`config.mk`:
```
export PLATFORM = sky130hd
export DESIGN_NAME = typed_resource_pool_allocator
export DESIGN_NICKNAME = d
export VERILOG_FILES = /design/src/rtl/trpa_pkg.sv /design/src/rtl/trpa_id_cell.sv /design/src/rtl/trpa_fifo_cell.sv /design/src/rtl/typed_resource_pool_allocator.sv
export SDC_FILE = /design/constraint.sdc
export NUM_CORES = 2
export LEC_CHECK = 0
export BUFFER_PORTS_ARGS = -buffer_cell sky130_fd_sc_hd__buf_2
export CORE_MARGIN = 5
export CORE_UTILIZATION = 35
export CTS_CLUSTER_SIZE = 40
export DETAILED_ROUTE_END_ITERATION = 7
export PLACE_DENSITY_LB_ADDON = 0.15
export SETUP_SLACK_MARGIN = 0.15
export SYNTH_ARGS = -nofsm -noshare
export SYNTH_HDL_FRONTEND = slang
export SYNTH_SLANG_ARGS = --single-unit
```
`constraint.sdc`:
```
create_clock -name clk_i -period 13.84 [get_ports clk_i]
set_clock_uncertainty 0.2 [all_clocks]
set_input_delay 2.768 -clock clk_i [delete_from_list [all_inputs] [get_ports clk_i]]
set_output_delay 2.768 -clock clk_i [all_outputs]
set_load 0.02 [all_outputs]
```
`src/rtl/trpa_pkg.sv`:
```
// Shared constants, command codes and control structs for the typed
// resource pool allocator. No dependencies.
`timescale 1ns / 1ps

package trpa_pkg;

  // Default pool depth and the group width of the typed search tree
  localparam int POOL_SIZE_DEF = 64;
  localparam int GROUP_SIZE    = 8;

  // Fixed field widths of the request and result ports
  localparam int CMD_W   = 2;
  localparam int TYPE_W  = 2;
  localparam int WANT_W  = 3;
  localparam int RID_W   = 7;
  localparam int CNT_W   = 7;
  localparam int TASK_W  = 32;

  localparam logic [RID_W-1:0] POOL_LIMIT_RST = 7'd64;

  // Command codes
  localparam logic [CMD_W-1:0] CMD_CREATE  = 2'd0;
  localparam logic [CMD_W-1:0] CMD_ACQUIRE = 2'd1;
  localparam logic [CMD_W-1:0] CMD_RELEASE = 2'd2;
  localparam logic [CMD_W-1:0] CMD_CLEAR   = 2'd3;

  // Broadcast control for the per-id cells
  typedef struct packed {
    logic              clr;       // empty the whole pool
    logic              mk;        // create the selected id
    logic              take;      // acquire the selected id
    logic              give;      // release the selected id
    logic [TYPE_W-1:0] new_type;  // type of a created id
    logic [WANT_W-1:0] want;      // wanted type of an acquire, negative for any
  } id_ctrl_t;

  // Per-cell control of the free-id queue
  typedef struct packed {
    logic shift;  // take the neighbour's id
    logic load;   // take the pushed id
  } fifo_ctrl_t;

endpackage

```
`src/rtl/trpa_id_cell.sv`:
```
// One resource id of the pool: existence, free flag and type class.
// Depends on trpa_pkg for the control struct.
`timescale 1ns / 1ps

module trpa_id_cell (
  input  logic               clk_i,
  input  logic               rst_ni,
  input  trpa_pkg::id_ctrl_t ctrl_i,
  input  logic               sel_i,
  output logic               exists_o,
  output logic               free_o,
  output logic               match_o
);
  import trpa_pkg::*;

  logic              exists_q;
  logic              free_q;
  logic [TYPE_W-1:0] type_q;

  // Update the flags when this id is selected, drop all on clear
  always_ff @(posedge clk_i or negedge rst_ni) begin
    if (!rst_ni) begin
      exists_q <= 1'b0;
      free_q   <= 1'b0;
    end else if (ctrl_i.clr) begin
      exists_q <= 1'b0;
      free_q   <= 1'b0;
    end else if (sel_i && ctrl_i.mk) begin
      exists_q <= 1'b1;
      free_q   <= 1'b1;
    end else if (sel_i && ctrl_i.take) begin
      free_q   <= 1'b0;
    end else if (sel_i && ctrl_i.give) begin
      free_q   <= 1'b1;
    end
  end

  // Hold the type class from the create request
  always_ff @(posedge clk_i) begin
    if (sel_i && ctrl_i.mk) begin
      type_q <= ctrl_i.new_type;
    end
  end

  assign exists_o = exists_q;
  assign free_o   = free_q;
  // Flag a free id of the wanted type; a negative wanted type matches nothing here
  assign match_o  = exists_q && free_q && !ctrl_i.want[WANT_W-1]
                    && (type_q == ctrl_i.want[TYPE_W-1:0]);

endmodule

```
`src/rtl/trpa_fifo_cell.sv`:
```
// One slot of the free-id queue; slots shift towards the head on removal.
// Depends on trpa_pkg for the control struct.
`timescale 1ns / 1ps

module trpa_fifo_cell #(
  parameter int ID_W = 7
) (
  input  logic                 clk_i,
  input  trpa_pkg::fifo_ctrl_t ctrl_i,
  input  logic [ID_W-1:0]      load_id_i,
  input  logic [ID_W-1:0]      nb_id_i,
  input  logic                 live_i,
  output logic [ID_W-1:0]      id_o,
  output logic                 match_o
);
  import trpa_pkg::*;

  logic [ID_W-1:0] id_q;

  // Load a pushed id, or advance the neighbour's id into this slot
  always_ff @(posedge clk_i) begin
    if (ctrl_i.load) begin
      id_q <= load_id_i;
    end else if (ctrl_i.shift) begin
      id_q <= nb_id_i;
    end
  end

  assign id_o    = id_q;
  assign match_o = live_i && (id_q == load_id_i);

endmodule

```
`src/rtl/typed_resource_pool_allocator.sv`:
```
// Typed resource pool allocator: id cells, free-id queue cells and the sequencer.
// Depends on trpa_pkg, trpa_id_cell and trpa_fifo_cell.
//
// Usage: a request (cmd_i, new_type_i, wanted_type_i, release_id_i, success_i) is
// taken at a rising edge with start high and busy low. Commands: create,
// acquire, release and clear pool. Each request gives exactly one result, shown
// for one cycle with done_o high: granted_id_o, ok_o and the pool totals after
// the command. The receiver cannot hold results off.
// Sequence: a request passes the three-step sequencer before done_o rises, and
// no new request is taken while one is in flight: the accepting edge registers
// the group level of the typed search tree, the pick cycle resolves the granted
// id, the apply cycle updates the id cells and shifts the free-id queue cells,
// and done_o is registered at the end of the apply cycle. A new request may be
// taken in the cycle in which done_o is high.
// The user writes pool_limit (pool_limit_we_i / pool_limit_wdata_i) only while
// idle; the block does not enforce it. Reset: empty pool, empty queue, next id 1,
// limit 64, counters zero; no clearing pass, requests are taken right after reset.
`timescale 1ns / 1ps

module typed_resource_pool_allocator #(
  parameter int POOL_SIZE = trpa_pkg::POOL_SIZE_DEF
) (
  input  logic                               clk_i,
  input  logic                               rst_ni,
  input  logic                               start,
  output logic                               busy,
  input  logic [trpa_pkg::CMD_W-1:0]         cmd_i,
  input  logic [trpa_pkg::TYPE_W-1:0]        new_type_i,
  input  logic signed [trpa_pkg::WANT_W-1:0] wanted_type_i,
  input  logic [trpa_pkg::RID_W-1:0]         release_id_i,
  input  logic                               success_i,
  input  logic                               pool_limit_we_i,
  input  logic [trpa_pkg::RID_W-1:0]         pool_limit_wdata_i,
  output logic                               done_o,
  output logic [trpa_pkg::RID_W-1:0]         granted_id_o,
  output logic                               ok_o,
  output logic [trpa_pkg::CNT_W-1:0]         total_count_o,
  output logic [trpa_pkg::CNT_W-1:0]         free_count_o,
  output logic [trpa_pkg::CNT_W-1:0]         busy_count_o,
  output logic [trpa_pkg::TASK_W-1:0]        done_tasks_o,
  output logic [trpa_pkg::TASK_W-1:0]        reuse_total_o
);
  import trpa_pkg::*;

  localparam int IDW = $clog2(POOL_SIZE + 1);
  localparam int IXW = (POOL_SIZE > 1) ? $clog2(POOL_SIZE) : 1;
  localparam int NXW = $clog2(POOL_SIZE + 2);
  localparam int NG  = (POOL_SIZE + GROUP_SIZE - 1) / GROUP_SIZE;
  localparam int HPW = NG * GROUP_SIZE;
  localparam int GXW = $clog2(GROUP_SIZE);

  localparam logic [1:0] S_IDLE  = 2'd0;
  localparam logic [1:0] S_PICK  = 2'd1;
  localparam logic [1:0] S_APPLY = 2'd2;

  logic [1:0] state_q, state_d;
  logic       accept;
  logic       apply;

  // Request and configuration registers
  logic [RID_W-1:0]  pool_limit_q;
  logic [CMD_W-1:0]  cmd_q;
  logic [TYPE_W-1:0] new_type_q;
  logic [RID_W-1:0]  rel_q;

  // Pool state outside the cells
  logic [NXW-1:0]    next_id_q;
  logic [IDW-1:0]    fifo_count_q;
  logic [IDW-1:0]    total_q;
  logic [IDW-1:0]    free_q;
  logic [TASK_W-1:0] task_q;

  // Decisions taken in the pick cycle
  logic              create_ok_q;
  logic              acq_ok_q;
  logic              rel_ok_q;
  logic              rel_was_free_q;
  logic [IDW-1:0]    target_q;
  logic [RID_W-1:0]  res_id_q;
  logic              res_ok_q;
  logic              done_q;

  // Cell rows
  id_ctrl_t                 id_ctrl;
  logic [POOL_SIZE-1:0]     id_sel;
  logic [POOL_SIZE-1:0]     exists_vec;
  logic [POOL_SIZE-1:0]     free_vec;
  logic [POOL_SIZE-1:0]     type_hit;
  fifo_ctrl_t               fifo_ctrl [POOL_SIZE];
  logic [IDW-1:0]           fifo_id   [POOL_SIZE];
  logic [POOL_SIZE-1:0]     fifo_match;
  logic [POOL_SIZE-1:0]     fifo_live;

  // Typed search tree
  logic [HPW-1:0]  hit_pad;
  logic [NG-1:0]   grp_any_d, grp_any_q;
  logic [GXW-1:0]  grp_idx_d [NG];
  logic [GXW-1:0]  grp_idx_q [NG];
  logic            typed_found;
  logic [IDW-1:0]  typed_id;

  // Pick-cycle terms
  int              lim;
  logic            create_ok;
  logic            rel_in;
  logic [IXW-1:0]  rel_ix;
  logic [IDW-1:0]  acq_id;

  // Apply-cycle queue terms
  logic            q_remove;
  logic            q_push;
  logic            q_hit;
  logic            q_push_ok;
  logic [IXW-1:0]  q_pos;
  int              q_tail;

  assign accept = start && (state_q == S_IDLE);
  assign apply  = (state_q == S_APPLY);
  assign busy   = (state_q != S_IDLE);

  // Advance the sequencer
  always_comb begin
    case (state_q)
      S_IDLE:  state_d = accept ? S_PICK : S_IDLE;
      S_PICK:  state_d = S_APPLY;
      S_APPLY: state_d = S_IDLE;
      default: state_d = S_IDLE;
    endcase
  end

  // Drive the id cells
  always_comb begin
    id_ctrl.clr      = apply && (cmd_q == CMD_CLEAR);
    id_ctrl.mk       = apply && create_ok_q;
    id_ctrl.take     = apply && acq_ok_q;
    id_ctrl.give     = apply && rel_ok_q;
    id_ctrl.new_type = new_type_q;
    id_ctrl.want     = wanted_type_i;
  end

  for (genvar i = 0; i < POOL_SIZE; i++) begin : g_id
    assign id_sel[i] = (target_q == IDW'(i + 1));
    trpa_id_cell u_cell (
      .clk_i    (clk_i),
      .rst_ni   (rst_ni),
      .ctrl_i   (id_ctrl),
      .sel_i    (id_sel[i]),
      .exists_o (exists_vec[i]),
      .free_o   (free_vec[i]),
      .match_o  (type_hit[i])
    );
  end

  // Group level of the typed search: lowest hit inside each group
  assign hit_pad = HPW'(type_hit);

  always_comb begin
    for (int g = 0; g < NG; g++) begin
      grp_any_d[g] = 1'b0;
      grp_idx_d[g] = '0;
      for (int k = GROUP_SIZE - 1; k >= 0; k--) begin
        if (hit_pad[g * GROUP_SIZE + k]) begin
          grp_any_d[g] = 1'b1;
          grp_idx_d[g] = GXW'(k);
        end
      end
    end
  end

  // Top level of the typed search: lowest group with a hit
  always_comb begin
    typed_found = 1'b0;
    typed_id    = '0;
    for (int g = NG - 1; g >= 0; g--) begin
      if (grp_any_q[g]) begin
        typed_found = 1'b1;
        typed_id    = IDW'(g * GROUP_SIZE + int'(grp_idx_q[g]) + 1);
      end
    end
  end

  // Resolve create, acquire and release outcomes
  always_comb begin
    lim       = (int'(pool_limit_q) > POOL_SIZE) ? POOL_SIZE : int'(pool_limit_q);
    create_ok = (next_id_q != '0) && (int'(next_id_q) <= lim);
    rel_in    = (rel_q != '0) && (int'(rel_q) <= POOL_SIZE);
    rel_ix    = IXW'(rel_q - 7'd1);
    if (typed_found) begin
      acq_id = typed_id;
    end else if (fifo_count_q != '0) begin
      acq_id = fifo_id[0];
    end else begin
      acq_id = '0;
    end
  end

  // Locate the id to remove in the queue and plan the push
  always_comb begin
    q_remove = apply && (acq_ok_q || rel_ok_q);
    q_push   = apply && (create_ok_q || rel_ok_q);
    q_hit    = q_remove && (|fifo_match);
    q_pos    = '0;
    for (int j = 0; j < POOL_SIZE; j++) begin
      if (fifo_match[j]) begin
        q_pos = q_pos | IXW'(j);
      end
    end
    q_tail    = int'(fifo_count_q) - (q_hit ? 1 : 0);
    q_push_ok = q_push && (q_hit || (int'(fifo_count_q) < POOL_SIZE));
  end

  for (genvar j = 0; j < POOL_SIZE; j++) begin : g_fifo
    logic [IDW-1:0] nb_id;
    if (j < POOL_SIZE - 1) begin : g_mid
      assign nb_id = fifo_id[j + 1];
    end else begin : g_end
      assign nb_id = fifo_id[j];
    end
    assign fifo_live[j]       = (int'(fifo_count_q) > j);
    assign fifo_ctrl[j].shift = q_hit && (j >= int'(q_pos));
    assign fifo_ctrl[j].load  = q_push_ok && (j == q_tail);
    trpa_fifo_cell #(
      .ID_W (IDW)
    ) u_cell (
      .clk_i     (clk_i),
      .ctrl_i    (fifo_ctrl[j]),
      .load_id_i (target_q),
      .nb_id_i   (nb_id),
      .live_i    (fifo_live[j]),
      .id_o      (fifo_id[j]),
      .match_o   (fifo_match[j])
    );
  end

  // Capture the request and the group level of the search tree
  always_ff @(posedge clk_i) begin
    if (accept) begin
      cmd_q      <= cmd_i;
      new_type_q <= new_type_i;
      rel_q      <= release_id_i;
      grp_any_q  <= grp_any_d;
      grp_idx_q  <= grp_idx_d;
    end
  end

  // Sequencer, configuration, decisions and pool counters
  always_ff @(posedge clk_i or negedge rst_ni) begin
    if (!rst_ni) begin
      state_q        <= S_IDLE;
      pool_limit_q   <= POOL_LIMIT_RST;
      next_id_q      <= NXW'(1);
      fifo_count_q   <= '0;
      total_q        <= '0;
      free_q         <= '0;
      task_q         <= '0;
      create_ok_q    <= 1'b0;
      acq_ok_q       <= 1'b0;
      rel_ok_q       <= 1'b0;
      rel_was_free_q <= 1'b0;
      target_q       <= '0;
      res_id_q       <= '0;
      res_ok_q       <= 1'b0;
      done_q         <= 1'b0;
    end else begin
      state_q <= state_d;
      done_q  <= apply;

      if (pool_limit_we_i) begin
        pool_limit_q <= pool_limit_wdata_i;
      end

      // Decide the outcome and the id the command works on
      if (state_q == S_PICK) begin
        create_ok_q    <= 1'b0;
        acq_ok_q       <= 1'b0;
        rel_ok_q       <= 1'b0;
        rel_was_free_q <= 1'b0;
        res_id_q       <= '0;
        res_ok_q       <= 1'b1;
        case (cmd_q)
          CMD_CREATE: begin
            create_ok_q <= create_ok;
            target_q    <= IDW'(next_id_q);
            res_id_q    <= create_ok ? RID_W'(next_id_q) : '0;
            res_ok_q    <= create_ok;
          end
          CMD_ACQUIRE: begin
            acq_ok_q <= (acq_id != '0);
            target_q <= acq_id;
            res_id_q <= RID_W'(acq_id);
            res_ok_q <= (acq_id != '0);
          end
          CMD_RELEASE: begin
            rel_ok_q       <= rel_in && exists_vec[rel_ix];
            rel_was_free_q <= free_vec[rel_ix];
            target_q       <= IDW'(rel_q);
            res_ok_q       <= rel_in && exists_vec[rel_ix];
          end
          default: begin
            target_q <= '0;
          end
        endcase
      end

      // Apply the command to the counters and the queue fill
      if (apply) begin
        if (cmd_q == CMD_CLEAR) begin
          fifo_count_q <= '0;
          total_q      <= '0;
          free_q       <= '0;
          task_q       <= '0;
        end else begin
          fifo_count_q <= fifo_count_q - IDW'(q_hit) + IDW'(q_push_ok);
          if (create_ok_q) begin
            next_id_q <= next_id_q + NXW'(1);
            total_q   <= total_q + IDW'(1);
            free_q    <= free_q + IDW'(1);
          end
          if (acq_ok_q) begin
            free_q <= free_q - IDW'(1);
          end
          if (rel_ok_q) begin
            if (!rel_was_free_q) begin
              free_q <= free_q + IDW'(1);
            end
            if (task_q != '1) begin
              task_q <= task_q + TASK_W'(1);
            end
          end
        end
      end
    end
  end

  assign done_o        = done_q;
  assign granted_id_o  = res_id_q;
  assign ok_o          = res_ok_q;
  assign total_count_o = CNT_W'(total_q);
  assign free_count_o  = CNT_W'(free_q);
  assign busy_count_o  = CNT_W'(total_q - free_q);
  assign done_tasks_o  = task_q;
  assign reuse_total_o = task_q;

`ifndef SYNTHESIS
  // The queue fill always equals the free count of the pool
  a_fifo_tracks_free: assert property (@(posedge clk_i) disable iff (!rst_ni)
    fifo_count_q == free_q)
    else $error("free-id queue fill differs from free count");

  // Never more free ids than ids in the pool
  a_free_le_total: assert property (@(posedge clk_i) disable iff (!rst_ni)
    free_q <= total_q)
    else $error("free count exceeds pool count");

  // A result only follows an apply cycle
  a_done_after_apply: assert property (@(posedge clk_i) disable iff (!rst_ni)
    done_q |-> $past(state_q == S_APPLY))
    else $error("result strobe without an apply cycle");

  // The next id stays between 1 and POOL_SIZE + 1
  a_next_id_range: assert property (@(posedge clk_i) disable iff (!rst_ni)
    (next_id_q != '0) && (int'(next_id_q) <= POOL_SIZE + 1))
    else $error("next id out of range");
`endif

endmodule
```
==> reports/qor.yml <==
logic_synthesis:
  synth_area_leaders: "edfxtp_1, dfrtp_1, mux2_2"
  synth_flop_cell: "edfxtp_1"
  async_flop_share_pct: 26.0
  synth_common_cells: "edfxtp_1, nor2_1, xor2_1, mux2_2, nand2_1"
  syn_area_sq_um: 49400
  syn_nets: 4313
  yosysTopAreaCell: "edfxtp_1"
  syn-mean-instance-area_sq_um: 11.7
  synth_seq_area_share_pct: 48.6
  synth_seq_cells: 836
  yosysMostFrequentCell: "edfxtp_1"
  synth-edff-count: 619
  synth_top_cell_area_share_pct: 37.6
  postSynthCellCount: 4225
  ys_warn_count: 0
  yosysUniqueCellTypes: 102
sta:
  post-route-period-util_pct: 60.9
  setup_violations: 0
  maxSlewHeadroom_pct: 12.8
  tightest_slew_ns: 1.30
  max_freq_ghz: 0.119
  tns_ns: 0
  maxSlewViolCount: 0
  hold_viol_final: 0
  period_needed_ns: 8.43
  rsz0062_at_grt: "no"
global_route:
  grt.total_usage_pct: 20.2
  grt_max_degree: 112
  gr-total-overflow: 0
  antenna_found_initial: 1
  grt_pass1_vias: 33700
  grt_pass1_wl_mm: 227
critical_path:
  crit_required_ns: 13.95
  reg2reg_depth: 20
  r2r_start: "fifo_count_q[2]$_DFFE_PN0P_"
  critPathLaunchType: "register"
  r2r_slack_ns: 5.41
  max_stage_delay_ns: 0.89
  cp_num_buf_inv: 3
  crit_slowest_cell: "nor2_1"
  r2r-end: "g_fifo[38].u_cell.id_o[1]$_DFFE_PP_"
  crit_fanout: 18
  crit_top_cell: "ha_1"
  path_cells: "buf_4 -> inv_1 -> ha_1 -> nor2b_1 -> o21ai_0 -> nand4_1 -> o41ai_1 -> nor4_1 -> and4_1 -> a21o_4 -> inv_4 -> ha_1 -> ha_1 -> o211ai_1 -> xnor2_1 -> a31oi_1 -> nand3_1 -> nor2_1 -> o2111ai_2 -> o21ai_0"
  crit_path_end_kind: "register"
  crit_type: "reg -> reg"
  critPathTopFamily: "simple AND/OR/NAND/NOR gates"
  critical_path_arrival_ns: 8.54
cts:
  cts_resized: 0
  cts_root_buf: "clkbuf_16"
  numCtsBuffers: 99
  cts_tree: "yes"
  clk-insertion-delay-late_ns: 0.74
  clock_sinks: 836
  holdBufCountCts: 0
  postCtsSetupBuffers: 0
  h-tree-depth: 3
  cts.clk_slew.worst_paths_ns: 0.07
  clockBufferDepth: 3
drt:
  wl_per_cell_um: 24.6
  num_vias: 33700
  ant_nets: 0
  first_pass_iters: 5
  drt_iter0_drc: 2399
  remaining_drc_errors: 0
  avgViaCountPerCell: 5.44
  wl_mm: 153
power:
  p_leak_nw: 20.5
  p_per_area_nw_per_um2: 131
  vdd.ir_drop.worst_mv: 0.0962
die:
  die_x_um: 386
  die-area_sq_um: 149000
  coreArea_sq_um: 141000
  start_util_pct: 35.1
  row_count: 138
  io_pins: 121
  fp.dieH_um: 386
placement:
  hpwl_mm: 106
  place.gp.congestion: 0.958
  port_buffers: 119
  dpl.cell_count: 6008
  place_area_sq_um: 51500
finish:
  final_cells: 6194
  drive_gt1_share_pct: 23.2
  fin_area_sq_um: 54900
  fin_nets: 4307
  syn_to_final_growth_pct: 11.1
  antennaDiodeCount: 0
status:
  status: "finished clean"
hold_path:
  min_path_type: "reg -> reg"
  hp-start: "granted_id_o[1]$_DFFE_PN0P_"
  hold_depth: 2
  whs_endpoint: "granted_id_o[1]$_DFFE_PN0P_"
flow_run:
  max_cap_violations: 0
## flip-flops by register name (all words and copies together), names as in the netlist, 8 cells and up
signal,count
g_id.u_cell.exists_o,64
g_id.u_cell.type_q,128
g_id.u_cell.free_o,64
g_fifo.u_cell.id_o,448
done_tasks_o,32
grp_any_q,8
grp_idx_q,24
## worst register-to-register path, delay by kind of cell, from the launching register on
family          cells  cell delay (ns)
xor+xnor            1             0.09
simple gates        6             2.99
compound gates      7             2.62
flops               1             0.36
buf+inv             3             0.59
fa+ha+maj           3             1.17
## worst max path at each step
| stage | start | endpoint | cells after the start |
|---|---|---|---|
| 6_report | fifo_count_q[2]$_DFFE_PN0P_ | g_fifo[38].u_cell.id_o[1]$_DFFE_PP_ | 20 |
| 5_1_grt | fifo_count_q[6]$_DFFE_PN0P_ | g_fifo[25].u_cell.id_o[1]$_DFFE_PP_ | 20 |
| 4_1_cts | fifo_count_q[6]$_DFFE_PN0P_ | g_fifo[25].u_cell.id_o[1]$_DFFE_PP_ | 20 |
| 3_5_place_dp | fifo_count_q[6]$_DFFE_PN0P_ | g_fifo[38].u_cell.id_o[1]$_DFFE_PP_ | 20 |
| 3_3_place_gp | fifo_count_q[2]$_DFFE_PN0P_ | g_fifo[38].u_cell.id_o[1]$_DFFE_PP_ | 20 |
| 2_1_floorplan | fifo_count_q[6]$_DFFE_PN0P_ | g_fifo[0].u_cell.id_o[0]$_DFFE_PP_ | 24 |
## layout by cell type (no fill, tap or decap), types with 13 or more instances in the layout
cell type and n:
inv_1 77, nand3b_1 30, nor4_1 69, o21ai_0 125, clkinv_2 21, o2111ai_4 20
clkinv_1 13, mux2i_1 16, a211oi_1 29, nand2b_1 31, edfxtp_1 619, nand3_1 87
nand4_1 67, nand2_1 272, buf_2 116, a31oi_1 21, nand4b_1 15, nor2b_1 29
mux2_4 105, dfrtp_1 208, nor3_1 110, ha_1 59, xor2_1 375, o31ai_1 21
o211ai_1 33, or3_1 14, clkbuf_1 16, buf_4 72, mux4_2 32, and3_1 18
o221a_2 64, nor2_1 424, a21oi_1 81, o2111ai_2 31, mux2_2 337, mux2_1 14
a21boi_0 15, xnor2_1 225, clkbuf_16 103
## report_power, final
group	switching (mW)	total, mW	internal, mW
Clock	1.13	2.74	1.61
Combinational	1.12	1.58	0.463
Sequential	0.123	2.87	2.75
Total	2.37	7.19	4.82
## through the flow
stage / setup WS [ns] / utilization, % / hold slack, ns / power (mW)
after detailed placement: 5.74 / 36.6 / 0.265 / 4.49
after floorplan: 6.90 / - / 0.226 / 3.99
final: 5.41 / 39.0 / 0.270 / 7.19
after global routing: 5.18 / 39.0 / 0.295 / 7.47
after CTS: 5.69 / 39.0 / 0.279 / 7.26
after global placement: 5.79 / 36.6 / 0.265 / 4.49
## layer usage
| metal | global-route usage [%] | up-vias | wire [um] |
|---|---|---|---|
| met2 | 33.3 | 896 | 71900 |
| met4 | 7.19 | 0 | 5820 |
| met1 | 27.2 | 17000 | 68200 |
| li1 | - | 15600 | - |
| met3 | 2.67 | 278 | 6590 |
| met5 | 0 | - | 0 |
## cells by family after synthesis
family                     after synthesis  synth area share, %
muxes                                  504                 13.0
adders and majority gates               62                 1.60
buffers and inverters                  378                 3.87
AOI/OAI and AO/OA                      592                 9.98
and+or+nand+nor                       1248                 12.3
DFF                                    836                 48.6
xor gates and xnor gates               605                 10.7
## cell type report
class	count	area, sq um
inverters	80	305
clock buffers	128	2760
multi-input cells	3011	23600
flip-flops and latches	836	24000
repair buffers	191	1180
well taps	1890	2360
fillers	13700	86000
clock inverters	58	679
Power figures use the tool's default switching activity.
